**src/hdl/nlp_pkg.sv**
```systemverilog
// types and constants shared by the next lexicographic permutation core
// no dependencies

package nlp_pkg;

    localparam int DATA_W = 32;
    localparam int POS_W  = 6;
    localparam int ACT_W  = 2;

    localparam logic [ACT_W-1:0] ACT_CLEAR   = 2'd0;
    localparam logic [ACT_W-1:0] ACT_APPEND  = 2'd1;
    localparam logic [ACT_W-1:0] ACT_ADVANCE = 2'd2;

    typedef struct packed {
        logic [ACT_W-1:0]         action;
        logic signed [DATA_W-1:0] value;
    } cmd_t;

    typedef struct packed {
        logic signed [DATA_W-1:0] element;
        logic [POS_W-1:0]         position;
        logic                     found;
        logic                     final_res;
    } res_t;

    typedef struct packed {
        logic             valid;
        logic             zero;
        logic             found;
        logic             last;
        logic [POS_W-1:0] position;
    } emit_t;

    typedef struct packed {
        logic                     we;
        logic [POS_W-1:0]         waddr;
        logic signed [DATA_W-1:0] wdata;
        logic                     re;
        logic [POS_W-1:0]         raddr;
    } mem_req_t;

    typedef enum logic [3:0] {
        S_IDLE,
        S_SCAN_FIRST,
        S_SCAN,
        S_FIND,
        S_SWAP,
        S_REV_LO,
        S_REV_HI,
        S_REV_WR_LO,
        S_REV_WR_HI,
        S_EMIT
    } seq_state_t;

endpackage

```
**src/hdl/nlp_mem.sv**
```systemverilog
// element store: one write port, one read port, registered read data
// depends on nlp_pkg

module nlp_mem #(
    parameter int DEPTH = 64
) (
    input  logic                             clk,
    input  nlp_pkg::mem_req_t                req,
    output logic signed [nlp_pkg::DATA_W-1:0] rdata
);

    localparam int AW = (DEPTH > 1) ? $clog2(DEPTH) : 1;

    logic signed [nlp_pkg::DATA_W-1:0] mem [DEPTH];
    logic signed [nlp_pkg::DATA_W-1:0] rdata_reg;

    always_ff @(posedge clk)
    begin
        if (req.we)
        begin
            mem[req.waddr[AW-1:0]] <= req.wdata;
        end
        if (req.re)
        begin
            rdata_reg <= mem[req.raddr[AW-1:0]];
        end
    end

    assign rdata = rdata_reg;

endmodule

```
**src/hdl/nlp_seq.sv**
```systemverilog
// sequencer: commands, pivot scan, swap, suffix reversal and emit beats
// depends on nlp_pkg; drives the nlp_mem request port

module nlp_seq #(
    parameter int MAX_ELEMENTS = 64
) (
    input  logic                               clk,
    input  logic                               rst_n,
    input  logic                               start,
    input  nlp_pkg::cmd_t                      cmd,
    output logic                               busy,
    input  logic signed [nlp_pkg::DATA_W-1:0]  rdata,
    output nlp_pkg::mem_req_t                  mem_req,
    output nlp_pkg::emit_t                     emit
);

    localparam int AW = $clog2(MAX_ELEMENTS);
    localparam int CW = $clog2(MAX_ELEMENTS + 1);
    localparam logic [CW-1:0] MAX_CNT = CW'(MAX_ELEMENTS);

    nlp_pkg::seq_state_t state_reg, state_next;
    logic [CW-1:0] count_reg, count_next;
    logic [AW-1:0] ptr_reg, ptr_next;
    logic [AW-1:0] piv_reg, piv_next;
    logic [AW-1:0] lo_reg, lo_next;
    logic [AW-1:0] hi_reg, hi_next;
    logic          found_reg, found_next;
    nlp_pkg::emit_t emit_reg, emit_next;
    logic signed [nlp_pkg::DATA_W-1:0] cur_reg, cur_next;
    logic signed [nlp_pkg::DATA_W-1:0] piv_val_reg, piv_val_next;
    logic signed [nlp_pkg::DATA_W-1:0] tmp_reg, tmp_next;

    logic [CW-1:0] count_m1;
    logic [CW-1:0] count_m2;
    logic [AW-1:0] lo_inc;
    logic [AW-1:0] hi_dec;

    assign count_m1 = count_reg - CW'(1);
    assign count_m2 = count_reg - CW'(2);
    assign lo_inc   = lo_reg + AW'(1);
    assign hi_dec   = hi_reg - AW'(1);

    always_ff @(posedge clk or negedge rst_n)
    begin
        if (!rst_n)
        begin
            state_reg <= nlp_pkg::S_IDLE;
            count_reg <= '0;
            emit_reg  <= '0;
        end
        else
        begin
            state_reg <= state_next;
            count_reg <= count_next;
            emit_reg  <= emit_next;
        end
    end

    always_ff @(posedge clk)
    begin
        ptr_reg     <= ptr_next;
        piv_reg     <= piv_next;
        lo_reg      <= lo_next;
        hi_reg      <= hi_next;
        found_reg   <= found_next;
        cur_reg     <= cur_next;
        piv_val_reg <= piv_val_next;
        tmp_reg     <= tmp_next;
    end

    always_comb
    begin
        state_next   = state_reg;
        count_next   = count_reg;
        ptr_next     = ptr_reg;
        piv_next     = piv_reg;
        lo_next      = lo_reg;
        hi_next      = hi_reg;
        found_next   = found_reg;
        cur_next     = cur_reg;
        piv_val_next = piv_val_reg;
        tmp_next     = tmp_reg;
        emit_next    = '0;
        mem_req      = '0;
        busy         = (state_reg != nlp_pkg::S_IDLE);

        unique case (state_reg)
            nlp_pkg::S_IDLE:
            begin
                if (start)
                begin
                    case (cmd.action)
                        nlp_pkg::ACT_CLEAR:
                        begin
                            count_next = '0;
                        end
                        nlp_pkg::ACT_APPEND:
                        begin
                            if (count_reg < MAX_CNT)
                            begin
                                mem_req.we    = 1'b1;
                                mem_req.waddr = nlp_pkg::POS_W'(count_reg[AW-1:0]);
                                mem_req.wdata = cmd.value;
                                count_next    = count_reg + CW'(1);
                            end
                        end
                        nlp_pkg::ACT_ADVANCE:
                        begin
                            if (count_reg == '0)
                            begin
                                emit_next.valid = 1'b1;
                                emit_next.zero  = 1'b1;
                                emit_next.last  = 1'b1;
                            end
                            else if (count_reg == CW'(1))
                            begin
                                found_next = 1'b0;
                                ptr_next   = '0;
                                state_next = nlp_pkg::S_EMIT;
                            end
                            else
                            begin
                                mem_req.re    = 1'b1;
                                mem_req.raddr = nlp_pkg::POS_W'(count_m1[AW-1:0]);
                                ptr_next      = count_m2[AW-1:0];
                                state_next    = nlp_pkg::S_SCAN_FIRST;
                            end
                        end
                        default:
                        begin
                        end
                    endcase
                end
            end
            nlp_pkg::S_SCAN_FIRST:
            begin
                cur_next      = rdata;
                mem_req.re    = 1'b1;
                mem_req.raddr = nlp_pkg::POS_W'(ptr_reg);
                state_next    = nlp_pkg::S_SCAN;
            end
            nlp_pkg::S_SCAN:
            begin
                if (rdata < cur_reg)
                begin
                    piv_next      = ptr_reg;
                    piv_val_next  = rdata;
                    mem_req.re    = 1'b1;
                    mem_req.raddr = nlp_pkg::POS_W'(count_m1[AW-1:0]);
                    ptr_next      = count_m1[AW-1:0];
                    state_next    = nlp_pkg::S_FIND;
                end
                else if (ptr_reg == '0)
                begin
                    found_next = 1'b0;
                    state_next = nlp_pkg::S_EMIT;
                end
                else
                begin
                    cur_next      = rdata;
                    mem_req.re    = 1'b1;
                    mem_req.raddr = nlp_pkg::POS_W'(ptr_reg - AW'(1));
                    ptr_next      = ptr_reg - AW'(1);
                end
            end
            nlp_pkg::S_FIND:
            begin
                if (rdata > piv_val_reg)
                begin
                    mem_req.we    = 1'b1;
                    mem_req.waddr = nlp_pkg::POS_W'(piv_reg);
                    mem_req.wdata = rdata;
                    state_next    = nlp_pkg::S_SWAP;
                end
                else
                begin
                    mem_req.re    = 1'b1;
                    mem_req.raddr = nlp_pkg::POS_W'(ptr_reg - AW'(1));
                    ptr_next      = ptr_reg - AW'(1);
                end
            end
            nlp_pkg::S_SWAP:
            begin
                mem_req.we    = 1'b1;
                mem_req.waddr = nlp_pkg::POS_W'(ptr_reg);
                mem_req.wdata = piv_val_reg;
                found_next    = 1'b1;
                lo_next       = piv_reg + AW'(1);
                hi_next       = count_m1[AW-1:0];
                if ((piv_reg + AW'(1)) < count_m1[AW-1:0])
                begin
                    state_next = nlp_pkg::S_REV_LO;
                end
                else
                begin
                    ptr_next   = '0;
                    state_next = nlp_pkg::S_EMIT;
                end
            end
            nlp_pkg::S_REV_LO:
            begin
                mem_req.re    = 1'b1;
                mem_req.raddr = nlp_pkg::POS_W'(lo_reg);
                state_next    = nlp_pkg::S_REV_HI;
            end
            nlp_pkg::S_REV_HI:
            begin
                tmp_next      = rdata;
                mem_req.re    = 1'b1;
                mem_req.raddr = nlp_pkg::POS_W'(hi_reg);
                state_next    = nlp_pkg::S_REV_WR_LO;
            end
            nlp_pkg::S_REV_WR_LO:
            begin
                mem_req.we    = 1'b1;
                mem_req.waddr = nlp_pkg::POS_W'(lo_reg);
                mem_req.wdata = rdata;
                state_next    = nlp_pkg::S_REV_WR_HI;
            end
            nlp_pkg::S_REV_WR_HI:
            begin
                mem_req.we    = 1'b1;
                mem_req.waddr = nlp_pkg::POS_W'(hi_reg);
                mem_req.wdata = tmp_reg;
                lo_next       = lo_inc;
                hi_next       = hi_dec;
                if (lo_inc < hi_dec)
                begin
                    state_next = nlp_pkg::S_REV_LO;
                end
                else
                begin
                    ptr_next   = '0;
                    state_next = nlp_pkg::S_EMIT;
                end
            end
            nlp_pkg::S_EMIT:
            begin
                mem_req.re         = 1'b1;
                mem_req.raddr      = nlp_pkg::POS_W'(ptr_reg);
                emit_next.valid    = 1'b1;
                emit_next.found    = found_reg;
                emit_next.position = nlp_pkg::POS_W'(ptr_reg);
                if (ptr_reg == count_m1[AW-1:0])
                begin
                    emit_next.last = 1'b1;
                    state_next     = nlp_pkg::S_IDLE;
                end
                else
                begin
                    ptr_next = ptr_reg + AW'(1);
                end
            end
            default:
            begin
                state_next = nlp_pkg::S_IDLE;
            end
        endcase
    end

    assign emit = emit_reg;

endmodule

```
**src/hdl/next_lexicographic_permutation_core.sv**
```systemverilog
// top level of the next lexicographic permutation core
// depends on nlp_pkg, nlp_mem and nlp_seq
//
// channel   direction  handshake                     payload
// command   in         start high, busy low          cmd (nlp_pkg::cmd_t)
// result    out        result_strobe, one cycle      result (nlp_pkg::res_t)
//
// clear and append leave the sequencer idle and can follow back to back.
// an advance over n elements scans for the pivot, finds and writes its
// successor, finishes the swap, reverses the suffix pair by pair (read low,
// read high, write low, write high), then gives n result beats, one a cycle,
// through the emit state and result register; the single read port sets this.
// reset clears the element count; store contents stay undefined until appended.
// results cannot be stalled: each beat is shown for exactly one cycle.

module next_lexicographic_permutation_core #(
    parameter int MAX_ELEMENTS = 64
) (
    input  logic           clk,
    input  logic           rst_n,
    input  logic           start,
    output logic           busy,
    input  nlp_pkg::cmd_t  cmd,
    output logic           result_strobe,
    output nlp_pkg::res_t  result
);

    nlp_pkg::mem_req_t mem_req;
    nlp_pkg::emit_t    emit;
    logic signed [nlp_pkg::DATA_W-1:0] rdata;

    nlp_mem #(
        .DEPTH (MAX_ELEMENTS)
    ) u_mem (
        .clk   (clk),
        .req   (mem_req),
        .rdata (rdata)
    );

    nlp_seq #(
        .MAX_ELEMENTS (MAX_ELEMENTS)
    ) u_seq (
        .clk     (clk),
        .rst_n   (rst_n),
        .start   (start),
        .cmd     (cmd),
        .busy    (busy),
        .rdata   (rdata),
        .mem_req (mem_req),
        .emit    (emit)
    );

    // empty array beat carries a zero element
    always_comb
    begin
        result.element   = emit.zero ? '0 : rdata;
        result.position  = emit.position;
        result.found     = emit.found;
        result.final_res = emit.last;
    end

    assign result_strobe = emit.valid;

    a_last_beat_ends: assert property (@(posedge clk) disable iff (!rst_n)
        (result_strobe && result.final_res && !(start && !busy)) |=> !result_strobe)
        else $error("beat after the final beat of an advance");

    a_beats_in_order: assert property (@(posedge clk) disable iff (!rst_n)
        (result_strobe && !result.final_res) |=>
        (result_strobe &&
         result.position == nlp_pkg::POS_W'($past(result.position) + 6'd1)))
        else $error("result beats not contiguous in position");

    a_found_steady: assert property (@(posedge clk) disable iff (!rst_n)
        (result_strobe && !result.final_res) |=> (result.found == $past(result.found)))
        else $error("found flag changed within one advance");

    a_busy_mid_burst: assert property (@(posedge clk) disable iff (!rst_n)
        (result_strobe && !result.final_res) |-> busy)
        else $error("command port free while result beats remain");

endmodule

```
**config.mk**
```make
export PLATFORM = sky130hd
export DESIGN_NAME = next_lexicographic_permutation_core
export DESIGN_NICKNAME = d
export VERILOG_FILES = /design/src/hdl/nlp_pkg.sv /design/src/hdl/nlp_mem.sv /design/src/hdl/nlp_seq.sv /design/src/hdl/next_lexicographic_permutation_core.sv
export SDC_FILE = /design/constraint.sdc
export NUM_CORES = 2
export LEC_CHECK = 0
export BUFFER_PORTS_ARGS = -buffer_cell sky130_fd_sc_hd__buf_2
export CAP_MARGIN = 5
export CORE_MARGIN = 3
export CORE_UTILIZATION = 25
export CTS_CLUSTER_SIZE = 20
export DETAILED_ROUTE_END_ITERATION = 12
export GPL_ROUTABILITY_DRIVEN = 0
export PLACE_DENSITY_LB_ADDON = 0.05
export SYNTH_ARGS = -nofsm -noshare
export SYNTH_HDL_FRONTEND = slang
export SYNTH_SLANG_ARGS = --single-unit
```
**constraint.sdc**
```tcl
create_clock -name clk -period 7.3 [get_ports clk]
set_input_delay 1.46 -clock clk [delete_from_list [all_inputs] [get_ports clk]]
set_output_delay 1.46 -clock clk [all_outputs]
set_load 0.1 [all_outputs]
```
==> results.sh <==
export IMPL_status="finished, final reports clean"
export IMPL_required_ns=7.73
export IMPL_syn_nets=5951
export IMPL_ys_warn_count=0
export IMPL_finalInstanceArea_um2=110000
export IMPL_final_cell_mix="edfxtp_1, mux2i_1, nand2_1"
export IMPL_cp_depth=19
export IMPL_seq_area_frac_synth=0.731
export IMPL_path_max_fanout=27
export IMPL_clkLatencyLatePin_ns=0.91
export IMPL_grt_pass1_wl_um=493000
export IMPL_fp_dieH_um=610
export IMPL_cts_htree_levels=5
export IMPL_crit_type="flop to flop"
export IMPL_synth_flop_cell="edfxtp_1"
export IMPL_fillers=35776
export IMPL_via_count=55890
export IMPL_tightest_slew_ns=1.43
export IMPL_dpl_instance_area_um2=101000
export IMPL_fin_nets=6312
export IMPL_cp_arrival_ns=7.32
export IMPL_worstPathCellList="ha_1 -> nand4_1 -> nor4_2 -> nand4_1 -> nor3_2 -> a2111oi_2 -> buf_4 -> o31a_2 -> nor2_4 -> buf_12 -> buf_12 -> buf_12 -> buf_12 -> buf_4 -> mux2i_1 -> o22ai_1 -> o41ai_1 -> buf_4 -> nand4_1"
export IMPL_cap_violations=0
export IMPL_antenna_found_initial=35
export IMPL_via_per_inst=4.98
export IMPL_drive_gt1_frac=0.170
export IMPL_dp_hpwl_um=217000
export IMPL_critical_path_startpoint_type="flop"
export IMPL_clock_path_buffers=4
export IMPL_period_minus_slack_ns=6.90
export IMPL_r2r_setup_slack_ns=0.40
export IMPL_portBuffers=78
export IMPL_largest_reg_flops=2048
export IMPL_postRouteAntennaNets=0
export IMPL_grt_usage=0.190
export IMPL_core_um2=363000
export IMPL_start_util=0.251
export IMPL_cts_root_buf="clkbuf_16"
export IMPL_fmax_ghz=0.145
export IMPL_cts_made_buffers=282
export IMPL_max_stage_delay_ns=0.72
export IMPL_crit_start="u_mem.rdata[31]"
export IMPL_pin_count=79
export IMPL_num_rows=221
export IMPL_endpoint_kind="flop"
export IMPL_path_common_cell="buf_12"
export IMPL_r2r_end="u_mem.rdata[9]"
export IMPL_worstRegToRegCells=19
export IMPL_hold_violations=0
export IMPL_slew_violations=0
export IMPL_hold_buffers=0
export IMPL_ys_types=81
export IMPL_drt_iter0_drc=5069
export IMPL_synth_edff_count=2201
export IMPL_synth_seq_cells=2222
export IMPL_syn_area_um2=91200
export IMPL_period_share=0.945
export IMPL_async_flop_share=0.00945
export IMPL_detail_route_wl_per_cell_um=32.4
export IMPL_grt_max_degree=174
export IMPL_crit_buf_inv=7
export IMPL_max_slew_margin=0.0459
export IMPL_r2r_start="u_mem.rdata[31]"
export IMPL_setup_viol=0
export IMPL_cts_sinks=2222
export IMPL_die_w_um=610
export IMPL_critPathCapture="u_mem.rdata[9]"
export IMPL_die_area_um2=372000
export IMPL_area_growth_pct=20.8
export IMPL_rsz0062_at_grt="no"
export IMPL_cp_slowest_cell="o41ai_1"
export IMPL_drt_pass1_iter_count=6
export IMPL_routed_wl_um=364000
export IMPL_clkSlewWorstSetupHoldPaths_ns=0.05
export IMPL_drc_errors=0
export IMPL_first_global_vias=55342
export IMPL_hp_class="flop to flop"
export IMPL_finalClockSkew_ns=0.0629
export IMPL_critical_path_top_delay_family="simple AND/OR/NAND/NOR gates"
export IMPL_synth_avg_cell_area_um2=15.6
export IMPL_layout_cells_most_common="edfxtp_1"
export IMPL_cts_tree="done"
export IMPL_syn_inst=5828
export IMPL_grt_overflow_total=0
## worst register-to-register path, stage by stage, from the launching register on
cell and delay (ns):
edfxtp_1 0.71, ha_1 0.56, nand4_1 0.19, nor4_2 0.38, nand4_1 0.26, nor3_2 0.46, a2111oi_2 0.17, buf_4 0.19
o31a_2 0.40, nor2_4 0.12, buf_12 0.16, buf_12 0.17, buf_12 0.13, buf_12 0.22, buf_4 0.43, mux2i_1 0.24
o22ai_1 0.11, o41ai_1 0.72, buf_4 0.27, nand4_1 0.52
## Yosys cell counts, types with 6 or more instances
cell          n  share of area
a2111o_1     63         0.0078
a2111oi_0   189          0.018
a21boi_0     88         0.0072
a21o_1        6        0.00049
a21oi_1     165         0.0091
a221o_1       6        0.00066
a221oi_1      9        0.00086
a222oi_1     41         0.0045
a22o_1        6        0.00058
a22oi_1       6        0.00049
and3_1       97         0.0067
buf_1        13        0.00054
buf_2        84         0.0046
buf_4        11        0.00091
buf_6         9         0.0011
clkbuf_1    337          0.014
dfrtp_1      21         0.0058
edfxtp_1   2201           0.72
ha_1         86          0.012
inv_1        81         0.0033
mux2_1       45         0.0056
mux2_4       18         0.0030
mux2i_1     566          0.062
nand2_1     385          0.016
nand2b_1      8        0.00055
nand3_1     223          0.012
nand3b_1      6        0.00049
nand4_1      41         0.0028
nor2_1      113         0.0047
nor2b_1      41         0.0028
nor3_1       21         0.0012
nor4_1        6        0.00041
o2111ai_1   117          0.011
o21ai_0     215          0.012
o21ai_1       6        0.00033
o22ai_1     269          0.018
o31ai_1      31         0.0026
o41ai_1      85         0.0082
o41ai_2      15         0.0027
xnor2_1      16         0.0015
xor2_1       15         0.0014
## repair_timing
item                       in CTS  in global routing
hold endpoints to repair        0                  0
setup endpoints to repair       8                  2
buffers inserted                4                  0
gates resized for setup         1                  3
pin swaps                       2                  2
## kinds of logic (layout without fill, tap and decap cells)
group	count (synthesis)	in the layout	synth area share
DFF	2222	2222	0.731
AOI/OAI and AO/OA	1350	1350	0.109
and+or+nand+nor	971	971	0.0503
muxes	633	633	0.0712
buffers and inverters	535	1110	0.0244
adders and majority gates	86	86	0.0118
xor gates and xnor gates	31	31	0.00298
other	0	24	0
## area by class of cell
type	instances	area (um2)	share of cell area
Sequential cell	2222	66600	0.605
Multi-Input combinational cell	3071	23300	0.212
Clock buffer	354	7520	0.0683
Tap cell	4794	6000	0.0545
Timing Repair Buffer	531	5170	0.0470
Clock inverter	144	1150	0.0105
Inverter	81	304	0.00276
Antenna cell	24	60.1	0.000545
## worst min path at each step
stage / to / slack, ns / depth (start not counted) / from
2_1_floorplan: u_seq.piv_reg[4] / 0.42 / 0 / u_seq.ptr_reg[4]
3_3_place_gp: u_seq.emit[7] / 0.48 / 1 / u_seq.found_reg
3_5_place_dp: u_seq.emit[7] / 0.49 / 1 / u_seq.found_reg
4_1_cts: u_seq.count_reg[4] / 0.45 / 1 / rst_n
5_1_grt: u_seq.count_reg[4] / 0.52 / 1 / rst_n
6_report: u_seq.emit[7] / 0.49 / 1 / u_seq.found_reg
## per-stage QoR
step                      utilization  hold slack [ns]  setup TNS (ns)  setup slack (ns)  cells
after global placement          0.279            0.479           -2.30            -0.534  10694
after floorplan                     -            0.424               0              1.91   5828
after detailed placement        0.279            0.490           -2.21            -0.495  10695
after CTS                       0.303            0.448               0            0.0481  11197
after global routing            0.303            0.520               0            0.0788  11198
final                           0.304            0.495               0             0.402  11221
## routing by layer
| metal | GRT usage | vias to the layer above | routed length [um] |
|---|---|---|---|
| li1 | - | 24353 | - |
| met1 | 0.275 | 29663 | 173000 |
| met2 | 0.293 | 1474 | 162000 |
| met3 | 0.0308 | 398 | 18500 |
| met4 | 0.0538 | 2 | 9720 |
| met5 | 0 | - | 13 |
Power is not shown: default switching activity piles up to over one toggle a cycle in this logic, so the estimate is an artifact.
